===== config.mk =====
export PLATFORM = sky130hd
export DESIGN_NAME = ising_spin_flip_update
export DESIGN_NICKNAME = d
export VERILOG_FILES = /design/src/hw/rtl/isf_pkg.sv /design/src/hw/rtl/isf_ram.sv /design/src/hw/rtl/ising_spin_flip_update.sv
export VERILOG_INCLUDE_DIRS = /design/src /design/src/hw/rtl
export SDC_FILE = /design/constraint.sdc
export NUM_CORES = 2
export LEC_CHECK = 0
export BUFFER_PORTS_ARGS = -buffer_cell sky130_fd_sc_hd__clkbuf_2
export CAP_MARGIN = 30
export CORE_ASPECT_RATIO = 0.8
export CORE_MARGIN = 1
export CORE_UTILIZATION = 40
export DETAILED_ROUTE_END_ITERATION = 12
export PLACE_DENSITY = 0.55
export SLEW_MARGIN = 20
export SYNTH_ARGS = -nofsm -noshare
export SYNTH_HDL_FRONTEND = slang
export SYNTH_HIERARCHICAL = 1
export SYNTH_SLANG_ARGS = --single-unit

===== constraint.sdc =====
create_clock -name clk -period 23 [get_ports clk]
set_input_delay 0 -clock clk [delete_from_list [all_inputs] [get_ports clk]]
set_output_delay 0 -clock clk [all_outputs]
set_load 0.02 [all_outputs]

===== src/hw/rtl/ising_spin_flip_update_defines.svh =====
// Assertion macros for the Ising spin update block.
`ifndef ISING_SPIN_FLIP_UPDATE_DEFINES_SVH
`define ISING_SPIN_FLIP_UPDATE_DEFINES_SVH

`ifndef ASSERT_OFF
`define ISF_ASSERT_IMP(lbl, ante, cons) \
  lbl: assert property (@(posedge clk) disable iff (!rst_n) (ante) |-> (cons)) \
    else $error("isf: assertion failed");
`define ISF_ASSERT_NXT(lbl, ante, cons) \
  lbl: assert property (@(posedge clk) disable iff (!rst_n) (ante) |=> (cons)) \
    else $error("isf: assertion failed");
`else
`define ISF_ASSERT_IMP(lbl, ante, cons)
`define ISF_ASSERT_NXT(lbl, ante, cons)
`endif

`endif


===== src/hw/rtl/isf_pkg.sv =====
// Types and constants of the Ising spin update block.
package isf_pkg;

  localparam int SIDE_DEF      = 32;
  localparam int DRAW_BITS_DEF = 16;

  localparam int OP_W      = 2;
  localparam int COORD_W   = 5;
  localparam int LIMIT_W   = 17;
  localparam int CFG_IDX_W = 2;
  localparam int ENERGY_W  = 13;
  localparam int MAGNET_W  = 12;

  typedef enum logic [OP_W-1:0] {
    OP_WRITE,
    OP_METRO,
    OP_HEAT,
    OP_READ
  } opcode_t;

  typedef enum logic [CFG_IDX_W-1:0] {
    REG_METRO4,
    REG_METRO8,
    REG_HEAT2,
    REG_HEAT4
  } cfg_reg_t;

  localparam logic [LIMIT_W-1:0] METRO4_RST = 17'd1200;
  localparam logic [LIMIT_W-1:0] METRO8_RST = 17'd22;
  localparam logic [LIMIT_W-1:0] HEAT2_RST  = 17'd64357;
  localparam logic [LIMIT_W-1:0] HEAT4_RST  = 17'd65514;

  typedef struct packed {
    logic                site_spin;
    logic                flipped;
    logic [ENERGY_W-1:0] energy;
    logic [MAGNET_W-1:0] magnet;
  } result_t;

endpackage


===== src/hw/rtl/isf_ram.sv =====
// Generic RAM: one write port, two registered read ports.
module isf_ram #(
  parameter int WIDTH = 32,
  parameter int DEPTH = 32
) (
  input  logic                     clk,
  input  logic                     we,
  input  logic [$clog2(DEPTH)-1:0] waddr,
  input  logic [WIDTH-1:0]         wdata,
  input  logic [$clog2(DEPTH)-1:0] raddr_a,
  output logic [WIDTH-1:0]         rdata_a,
  input  logic [$clog2(DEPTH)-1:0] raddr_b,
  output logic [WIDTH-1:0]         rdata_b
);

  logic [WIDTH-1:0] mem [DEPTH];

  always_ff @(posedge clk) begin
    if (we) begin
      mem[waddr] <= wdata;
    end
    rdata_a <= mem[raddr_a];
    rdata_b <= mem[raddr_b];
  end

endmodule


===== src/hw/rtl/ising_spin_flip_update.sv =====
// Ising lattice spin update: top level with lattice memory, update pipeline and result queue.
//
// Lattice held one row per memory word in a two-read-port RAM. An item passes stages A, B
// and C before its result is registered in the result queue. No item is taken while one is
// in stage B or while the queue lacks room. The upper neighbour row is read in the accept
// cycle, the site row and lower neighbour row in the next, and the update and write-back
// happen in stage C, overlapping the next item's first read (forwarded). After reset a
// clearing pass writes all rows to +1, during which no items are taken. A two-entry result
// queue lets items be accepted while a finished result waits.
`include "ising_spin_flip_update_defines.svh"

module ising_spin_flip_update import isf_pkg::*; #(
  parameter int SIDE      = SIDE_DEF,
  parameter int DRAW_BITS = DRAW_BITS_DEF
) (
  input  logic                       clk,
  input  logic                       rst_n,
  input  logic                       cfg_we,
  input  logic [CFG_IDX_W-1:0]       cfg_index,
  input  logic [LIMIT_W-1:0]         cfg_data,
  input  logic                       in_valid,
  output logic                       in_ready,
  input  logic [OP_W-1:0]            in_opcode,
  input  logic [COORD_W-1:0]         in_site_row,
  input  logic [COORD_W-1:0]         in_site_col,
  input  logic                       in_spin_value,
  input  logic [DRAW_BITS-1:0]       in_random_draw,
  output logic                       out_valid,
  input  logic                       out_ready,
  output logic                       out_site_spin,
  output logic                       out_flipped,
  output logic signed [ENERGY_W-1:0] out_energy,
  output logic signed [MAGNET_W-1:0] out_magnetization
);

  localparam int RW     = $clog2(SIDE);
  localparam int COORDS = 1 << COORD_W;
  localparam int TW     = (DRAW_BITS + 1 > LIMIT_W) ? DRAW_BITS + 1 : LIMIT_W;

  localparam logic [RW-1:0]       LAST       = RW'(SIDE - 1);
  localparam logic [TW-1:0]       FULL       = TW'(1) << DRAW_BITS;
  localparam logic [TW-1:0]       HALF       = TW'(1) << (DRAW_BITS - 1);
  localparam logic [ENERGY_W-1:0] ENERGY_RST = ENERGY_W'(-2 * SIDE * SIDE);
  localparam logic [MAGNET_W-1:0] MAGNET_RST = MAGNET_W'(SIDE * SIDE);

  // configuration
  logic [LIMIT_W-1:0] lim_metro4_r, lim_metro8_r, lim_heat2_r, lim_heat4_r;

  always_ff @(posedge clk) begin
    if (!rst_n) begin
      lim_metro4_r <= METRO4_RST;
      lim_metro8_r <= METRO8_RST;
      lim_heat2_r  <= HEAT2_RST;
      lim_heat4_r  <= HEAT4_RST;
    end else if (cfg_we) begin
      case (cfg_reg_t'(cfg_index))
        REG_METRO4: lim_metro4_r <= cfg_data;
        REG_METRO8: lim_metro8_r <= cfg_data;
        REG_HEAT2:  lim_heat2_r  <= cfg_data;
        REG_HEAT4:  lim_heat4_r  <= cfg_data;
        default: ;
      endcase
    end
  end

  logic [TW-1:0] thr_m4, thr_m8, thr_h2, thr_h4;

  always_comb begin
    thr_m4 = (TW'(lim_metro4_r) > FULL) ? FULL : TW'(lim_metro4_r);
    thr_m8 = (TW'(lim_metro8_r) > FULL) ? FULL : TW'(lim_metro8_r);
    thr_h2 = (TW'(lim_heat2_r)  > FULL) ? FULL : TW'(lim_heat2_r);
    thr_h4 = (TW'(lim_heat4_r)  > FULL) ? FULL : TW'(lim_heat4_r);
  end

  // coordinate reduction table
  logic [RW-1:0] coord_mod [COORDS];

  for (genvar gi = 0; gi < COORDS; gi++) begin : g_mod
    assign coord_mod[gi] = RW'(gi % SIDE);
  end

  // lattice memory
  logic            mem_we;
  logic [RW-1:0]   mem_waddr, mem_raddr_a, mem_raddr_b;
  logic [SIDE-1:0] mem_wdata, rd_a, rd_b;

  isf_ram #(
    .WIDTH (SIDE),
    .DEPTH (SIDE)
  ) u_lattice (
    .clk     (clk),
    .we      (mem_we),
    .waddr   (mem_waddr),
    .wdata   (mem_wdata),
    .raddr_a (mem_raddr_a),
    .rdata_a (rd_a),
    .raddr_b (mem_raddr_b),
    .rdata_b (rd_b)
  );

  // clearing pass
  logic          clr_active_r;
  logic [RW-1:0] clr_addr_r;

  always_ff @(posedge clk) begin
    if (!rst_n) begin
      clr_active_r <= 1'b1;
      clr_addr_r   <= '0;
    end else if (clr_active_r) begin
      clr_addr_r <= clr_addr_r + RW'(1);
      if (clr_addr_r == LAST) begin
        clr_active_r <= 1'b0;
      end
    end
  end

  // result queue state
  result_t     fifo_q [2];
  logic        wr_ptr_r, rd_ptr_r;
  logic [1:0]  fifo_cnt_r, fifo_cnt_nxt;
  logic        fifo_push, fifo_pop;

  // stage A: accept, read upper row
  logic          s1_vld_r, s2_vld_r;
  logic          in_acc;
  logic [RW-1:0] row_a, col_a, rm_a, rp_a;

  assign in_ready = !clr_active_r && !s1_vld_r &&
                    ((fifo_cnt_r == 2'd0) || (fifo_cnt_r == 2'd1 && !s2_vld_r));
  assign in_acc   = in_valid && in_ready;

  always_comb begin
    row_a = coord_mod[in_site_row];
    col_a = coord_mod[in_site_col];
    rm_a  = (row_a == '0) ? LAST : row_a - RW'(1);
    rp_a  = (row_a == LAST) ? '0 : row_a + RW'(1);
  end

  opcode_t          s1_op_r, s2_op_r;
  logic [RW-1:0]    s1_row_r, s1_rp_r, s1_col_r, s2_row_r, s2_col_r;
  logic             s1_want_r, s2_want_r;
  logic [DRAW_BITS-1:0] s1_draw_r, s2_draw_r;
  logic             s1_fwd_r;
  logic [SIDE-1:0]  s1_fwd_row_r, row_up_r;

  assign mem_raddr_a = s1_vld_r ? s1_row_r : rm_a;
  assign mem_raddr_b = s1_rp_r;

  always_ff @(posedge clk) begin
    if (!rst_n) begin
      s1_vld_r <= 1'b0;
      s2_vld_r <= 1'b0;
    end else begin
      s1_vld_r <= in_acc;
      s2_vld_r <= s1_vld_r;
    end
  end

  always_ff @(posedge clk) begin
    if (in_acc) begin
      s1_op_r      <= opcode_t'(in_opcode);
      s1_row_r     <= row_a;
      s1_rp_r      <= rp_a;
      s1_col_r     <= col_a;
      s1_want_r    <= in_spin_value;
      s1_draw_r    <= in_random_draw;
      s1_fwd_r     <= mem_we && (mem_waddr == rm_a);
      s1_fwd_row_r <= mem_wdata;
    end
    // stage B: capture upper row, read site and lower rows
    if (s1_vld_r) begin
      row_up_r  <= s1_fwd_r ? s1_fwd_row_r : rd_a;
      s2_op_r   <= s1_op_r;
      s2_row_r  <= s1_row_r;
      s2_col_r  <= s1_col_r;
      s2_want_r <= s1_want_r;
      s2_draw_r <= s1_draw_r;
    end
  end

  // stage C: update and write back
  logic [RW-1:0]       cp, cm;
  logic                s_old, s_new, flip, metro_acc;
  logic [2:0]          up, aligned;
  logic [TW-1:0]       heat_thr, draw_x;
  logic [SIDE-1:0]     new_row;
  logic [ENERGY_W-1:0] e_delta, energy_r, energy_nxt;
  logic [MAGNET_W-1:0] magnet_r, magnet_nxt;

  always_comb begin
    cp      = (s2_col_r == LAST) ? '0 : s2_col_r + RW'(1);
    cm      = (s2_col_r == '0) ? LAST : s2_col_r - RW'(1);
    s_old   = rd_a[s2_col_r];
    up      = {2'b00, row_up_r[s2_col_r]} + {2'b00, rd_b[s2_col_r]} +
              {2'b00, rd_a[cp]} + {2'b00, rd_a[cm]};
    aligned = s_old ? up : 3'd4 - up;
    draw_x  = TW'(s2_draw_r);

    case (aligned)
      3'd3:    metro_acc = draw_x < thr_m4;
      3'd4:    metro_acc = draw_x < thr_m8;
      default: metro_acc = 1'b1;
    endcase

    case (up)
      3'd0:    heat_thr = FULL - thr_h4;
      3'd1:    heat_thr = FULL - thr_h2;
      3'd2:    heat_thr = HALF;
      3'd3:    heat_thr = thr_h2;
      default: heat_thr = thr_h4;
    endcase

    case (s2_op_r)
      OP_WRITE: s_new = s2_want_r;
      OP_METRO: s_new = metro_acc ? !s_old : s_old;
      OP_HEAT:  s_new = draw_x < heat_thr;
      default:  s_new = s_old;
    endcase

    flip = s_new != s_old;

    case (aligned)
      3'd0:    e_delta = ENERGY_W'(-8);
      3'd1:    e_delta = ENERGY_W'(-4);
      3'd3:    e_delta = ENERGY_W'(4);
      3'd4:    e_delta = ENERGY_W'(8);
      default: e_delta = '0;
    endcase

    energy_nxt = energy_r;
    magnet_nxt = magnet_r;
    if (s2_vld_r && flip) begin
      energy_nxt = energy_r + e_delta;
      magnet_nxt = s_old ? magnet_r - MAGNET_W'(2) : magnet_r + MAGNET_W'(2);
    end

    new_row           = rd_a;
    new_row[s2_col_r] = s_new;
  end

  always_ff @(posedge clk) begin
    if (!rst_n) begin
      energy_r <= ENERGY_RST;
      magnet_r <= MAGNET_RST;
    end else begin
      energy_r <= energy_nxt;
      magnet_r <= magnet_nxt;
    end
  end

  assign mem_we    = clr_active_r || (s2_vld_r && flip);
  assign mem_waddr = clr_active_r ? clr_addr_r : s2_row_r;
  assign mem_wdata = clr_active_r ? '1 : new_row;

  // result queue
  assign fifo_push = s2_vld_r;
  assign fifo_pop  = out_valid && out_ready;

  always_comb begin
    fifo_cnt_nxt = fifo_cnt_r;
    if (fifo_push && !fifo_pop) begin
      fifo_cnt_nxt = fifo_cnt_r + 2'd1;
    end else if (!fifo_push && fifo_pop) begin
      fifo_cnt_nxt = fifo_cnt_r - 2'd1;
    end
  end

  always_ff @(posedge clk) begin
    if (!rst_n) begin
      wr_ptr_r   <= 1'b0;
      rd_ptr_r   <= 1'b0;
      fifo_cnt_r <= 2'd0;
    end else begin
      fifo_cnt_r <= fifo_cnt_nxt;
      if (fifo_push) begin
        wr_ptr_r <= !wr_ptr_r;
      end
      if (fifo_pop) begin
        rd_ptr_r <= !rd_ptr_r;
      end
    end
  end

  always_ff @(posedge clk) begin
    if (fifo_push) begin
      fifo_q[wr_ptr_r] <= '{site_spin: s_new, flipped: flip,
                            energy: energy_nxt, magnet: magnet_nxt};
    end
  end

  assign out_valid         = fifo_cnt_r != 2'd0;
  assign out_site_spin     = fifo_q[rd_ptr_r].site_spin;
  assign out_flipped       = fifo_q[rd_ptr_r].flipped;
  assign out_energy        = fifo_q[rd_ptr_r].energy;
  assign out_magnetization = fifo_q[rd_ptr_r].magnet;

  `ISF_ASSERT_IMP(a_no_acc_clr, clr_active_r, !in_ready)
  `ISF_ASSERT_IMP(a_no_wr_site_read, s1_vld_r, !mem_we)
  `ISF_ASSERT_IMP(a_fifo_room, fifo_push && !fifo_pop, fifo_cnt_r != 2'd2)
  `ISF_ASSERT_NXT(a_s1_to_s2, s1_vld_r, s2_vld_r)
  `ISF_ASSERT_IMP(a_read_no_flip, s2_vld_r && s2_op_r == OP_READ, !flip)

endmodule

==> flow_summary.ini <==
[timing]
timing.final.crit_share_pct = 53.5
maxSlewViolCount = 0
finalHoldViolations = 0
min_tclk_post_route_ns = 12.31
worst_slew_margin_rel_pct = 28.9
rsz0062_at_grt = false
timing.clock.skew_ns = 0.0293
timing_worst_slew_pin_value_ns = 1.07
max_freq_mhz = 81.2
totalNegativeSetupSlack_ns = 0
setup-violations-final = 0

[die]
die_span_y_um = 365
floorplan.die.width_um = 456
boundaryPins = 82
dieArea_um2 = 166000
core.rowCount = 132
initial_utilization_pct = 40.5
core_area_um2 = 163000

[status]
outcome = complete, no violations

[yosys]
synth_top_flop_cell = sky130_fd_sc_hd__edfxtp_1
synth_top_cell_by_area = sky130_fd_sc_hd__edfxtp_1
synth_area_leaders = sky130_fd_sc_hd__edfxtp_1 (55%), sky130_fd_sc_hd__mux2i_1 (16%), sky130_fd_sc_hd__dfxtp_1 (5.1%), sky130_fd_sc_hd__a22oi_1 (2.4%), sky130_fd_sc_hd__nand2_1 (2.3%)
synth.top_cell.area_share_pct = 54.7
synth.distinct_cells = 84
synthesized_flop_and_latch_total = 1367
syn-cell-area_um2 = 65900
synthArstFlopShare_pct = 0
yosysSeqAreaShare_pct = 59.8
number_of_synthesized_flops_with_an_enable_pin = 1200
syn_area_per_cell_um2 = 13.4
yosysWarnings = 6
synth_cells = 4911

[setup_path]
timing.critical_path.to_type = flip-flop
critical_path_required_ns = 23.41
cell_with_the_biggest_individual_delay_on_the_critical_path = sky130_fd_sc_hd__nor2_4
critical_path.max_fanout = 43
most_used_cell_cp = sky130_fd_sc_hd__ha_1
timing.setup.critical_path_class = flip-flop to flip-flop
setup.worst_path.start_class = flip-flop
crit_arrival_ns = 12.72
critical_path.max_stage_delay_ns = 0.92

[finish]
area.growth.synth_to_final_pct = 12.6
finalNetCount = 5165
final_design_area_no_fill_um2 = 74200
final_layout_size_suffix_gt1_share_pct = 12.2

[place]
gp_congestion = 0.940
port_buffers = 78
detailed_place.area_um2 = 68500
dp.final_hpwl_um = 124000

[clock_network]
tritoncts = done
cts_buffers = 142
cts_resized = 0
ctsHtreeMaxLevel = 4
cts.sink_count = 1367
clkTransAtPathRegs_ns = 0.06
ctsLongestPathBuffers = 3
worstSkewPairLatency_ns = 0.80
cts.root.buffer_cell = sky130_fd_sc_hd__clkbuf_16

[power]
clockPowerShare_pct = 42.1
power.internal_uw = 4230
swShare_pct = 24.4
share_seq_of_total_power_pct = 48.9
total_switching_power_uw = 1360
cellLeakagePower_uw = 0.0285
ir_worst_vdd_mv = 0.0760
pwr-share-comb_pct = 8.9
power_density_nw_per_um2 = 75.4

[grt]
initial_antenna_violation_count = 5
first_pass_grt_wire_length_um = 301000
grt_max_degree = 112
gr-usage-all-layers_pct = 24.8
first_global_vias = 42000
global_route.overflow_total = 0

[detailed_routing]
first_iter_violations = 4852
routed-via-count = 44100
average_wire_length_per_cell_after_detail_routing_um = 29.0
antenna_violating_nets_post_route = 0
post_drt_via_cell_ratio = 6.04
firstDrtPassIters = 6
finalWirelength_um = 211000
drc = 0

[job]
max_cap_viol = 0

[worst_hold_path]
min_path_type = input pin to flip-flop
==> layout by cell type (no fill, tap or decap), types with 34 or more instances in the layout <==
| cell type | Yosys | final |
|---|---|---|
| sky130_fd_sc_hd__dlygate4sd3_1 | 0 | 89 |
| sky130_fd_sc_hd__inv_1 | 41 | 41 |
| sky130_fd_sc_hd__nand2_1 | 411 | 409 |
| sky130_fd_sc_hd__mux2_2 | 68 | 68 |
| sky130_fd_sc_hd__a21oi_1 | 271 | 271 |
| sky130_fd_sc_hd__a22oi_1 | 214 | 214 |
| sky130_fd_sc_hd__a31oi_1 | 78 | 78 |
| sky130_fd_sc_hd__nor2_4 | 0 | 34 |
| sky130_fd_sc_hd__mux2i_1 | 1052 | 1052 |
| sky130_fd_sc_hd__nor2_1 | 82 | 47 |
| sky130_fd_sc_hd__clkbuf_2 | 0 | 78 |
| sky130_fd_sc_hd__nand3_1 | 244 | 244 |
| sky130_fd_sc_hd__buf_4 | 51 | 122 |
| sky130_fd_sc_hd__nor3_1 | 87 | 87 |
| sky130_fd_sc_hd__edfxtp_1 | 1200 | 1200 |
| sky130_fd_sc_hd__ha_1 | 87 | 87 |
| sky130_fd_sc_hd__clkbuf_16 | 0 | 147 |
| sky130_fd_sc_hd__clkbuf_1 | 151 | 39 |
| sky130_fd_sc_hd__dfxtp_1 | 167 | 165 |
| sky130_fd_sc_hd__a22o_1 | 130 | 130 |
==> cells in the mapped netlist, types with 6 or more instances <==
| cell | instances |
|---|---|
| sky130_fd_sc_hd__buf_2 | 74 |
| sky130_fd_sc_hd__xor2_1 | 20 |
| sky130_fd_sc_hd__ha_1 | 87 |
| sky130_fd_sc_hd__a31oi_1 | 78 |
| sky130_fd_sc_hd__or2_2 | 7 |
| sky130_fd_sc_hd__xnor2_1 | 29 |
| sky130_fd_sc_hd__or3_1 | 9 |
| sky130_fd_sc_hd__buf_1 | 9 |
| sky130_fd_sc_hd__a211oi_1 | 10 |
| sky130_fd_sc_hd__o21bai_1 | 8 |
| sky130_fd_sc_hd__nand3b_1 | 6 |
| sky130_fd_sc_hd__nand4_1 | 14 |
| sky130_fd_sc_hd__a21boi_0 | 29 |
| sky130_fd_sc_hd__a22o_1 | 130 |
| sky130_fd_sc_hd__edfxtp_1 | 1200 |
| sky130_fd_sc_hd__a221oi_1 | 9 |
| sky130_fd_sc_hd__and3_1 | 12 |
| sky130_fd_sc_hd__mux2_2 | 68 |
| sky130_fd_sc_hd__a21o_1 | 26 |
| sky130_fd_sc_hd__nor4_1 | 9 |
| sky130_fd_sc_hd__a22oi_1 | 214 |
| sky130_fd_sc_hd__buf_6 | 47 |
| sky130_fd_sc_hd__mux2i_1 | 1052 |
| sky130_fd_sc_hd__buf_4 | 51 |
| sky130_fd_sc_hd__dfxtp_1 | 167 |
| sky130_fd_sc_hd__nand3_1 | 244 |
| sky130_fd_sc_hd__inv_1 | 41 |
| sky130_fd_sc_hd__a21oi_1 | 271 |
| sky130_fd_sc_hd__nand2b_1 | 11 |
| sky130_fd_sc_hd__mux4_2 | 27 |
| sky130_fd_sc_hd__and2_1 | 29 |
| sky130_fd_sc_hd__clkbuf_1 | 151 |
| sky130_fd_sc_hd__nand2_1 | 411 |
| sky130_fd_sc_hd__o21ai_0 | 28 |
| sky130_fd_sc_hd__nor3_1 | 87 |
| sky130_fd_sc_hd__a311o_1 | 30 |
| sky130_fd_sc_hd__mux2_4 | 15 |
| sky130_fd_sc_hd__nor2b_1 | 18 |
| sky130_fd_sc_hd__nor2_1 | 82 |
==> layout make-up <==
class                           instances  area, um2
Antenna cell                            2       5.00
Clock inverter                         66        717
Fill cell                           14400      88500
Inverter                               44        165
Tap cell                             2144       2680
Clock buffer                          200       4020
Sequential cell                      1367      39400
Timing Repair Buffer                  301       2430
Multi-Input combinational cell       3166      24800
==> power groups by stage <==
stage	Combinational, uW	Sequential, uW	Clock [uW]
final	500	2740	2360
after detailed placement	478	2790	0
after global placement	477	2790	0
after floorplan	338	2760	0
after global routing	533	2730	2500
after CTS	492	2730	2400
==> cells by family after synthesis <==
logic type      count (synthesis)  share of synthesized area [%]
compound gates                894                           9.46
xor+xnor                       50                          0.676
fa+ha+maj                      90                           1.74
buf+inv                       380                           3.15
flops                        1367                           59.8
mux                          1163                           18.4
other cells                     1                        0.00569
simple gates                  966                           6.78
==> worst paths after layout <==
kind | from | end | slack (ns) | cells past startpoint
setup / recovery | s2_col_r[0] | u_lattice/mem[2][28] | 10.69 | 33
hold / removal | in_site_row[2] | s1_row_r[2] | 0.1 | 2
setup reg to reg | s2_col_r[0] | u_lattice/mem[2][28] | 10.69 | 33
hold reg to reg | s1_draw_r[6] | s2_draw_r[6] | 0.41 | 0
==> layer usage <==
layer | global-route usage, % | wire [um] | vias to the layer above | share of wire, %
li1 | - | - | 19300 | -
met1 | 37.9 | 99300 | 22500 | 47
met2 | 35.5 | 88700 | 1966 | 42
met3 | 5.05 | 19200 | 276 | 9.1
met4 | 5.97 | 3930 | 4 | 1.9
met5 | 0 | 27 | - | 0.013
==> per-stage QoR <==
| step | worst slack, ns | util (%) | instances | power, uW | hold WS [ns] |
|---|---|---|---|---|---|
| CTS | 10.76 | 45.6 | 7286 | 5630 | 0.0361 |
| detailed placement | 10.81 | 42.1 | 6931 | 3260 | 0.179 |
| finish | 10.69 | 45.6 | 7290 | 5590 | 0.0953 |
| global placement | 10.54 | 42.1 | 6926 | 3270 | 0.176 |
| floorplan | 12.25 | - | 4913 | 3100 | 0.0989 |
| global route | 9.88 | 45.6 | 7288 | 5770 | 0.0926 |
==> flip-flops by register name, summed over array words and instances (netlist names), 11 cells and up, named ones only <==
signal             count
energy_r              11
fifo_q                48
lim_heat2_r           17
lim_heat4_r           17
lim_metro4_r          17
lim_metro8_r          17
magnet_r              11
row_up_r              32
s1_draw_r             16
s1_fwd_row_r          32
s2_draw_r             16
u_lattice/mem       1024
u_lattice/rdata_a     32
u_lattice/rdata_b     32
==> repair_timing <==
action                                 CTS  global route
buffers inserted                         0             0
endpoints found under the hold margin  146             0
hold buffers                            89             0
==> critical path: cells and delay by family (launching register included) <==
family,cells,cell delay [ns]
flops,1,0.34
mux,2,0.84
compound gates,9,2.32
fa+ha+maj,6,2.10
simple gates,11,4.20
buf+inv,5,2.05
Power figures use the tool's default switching activity.
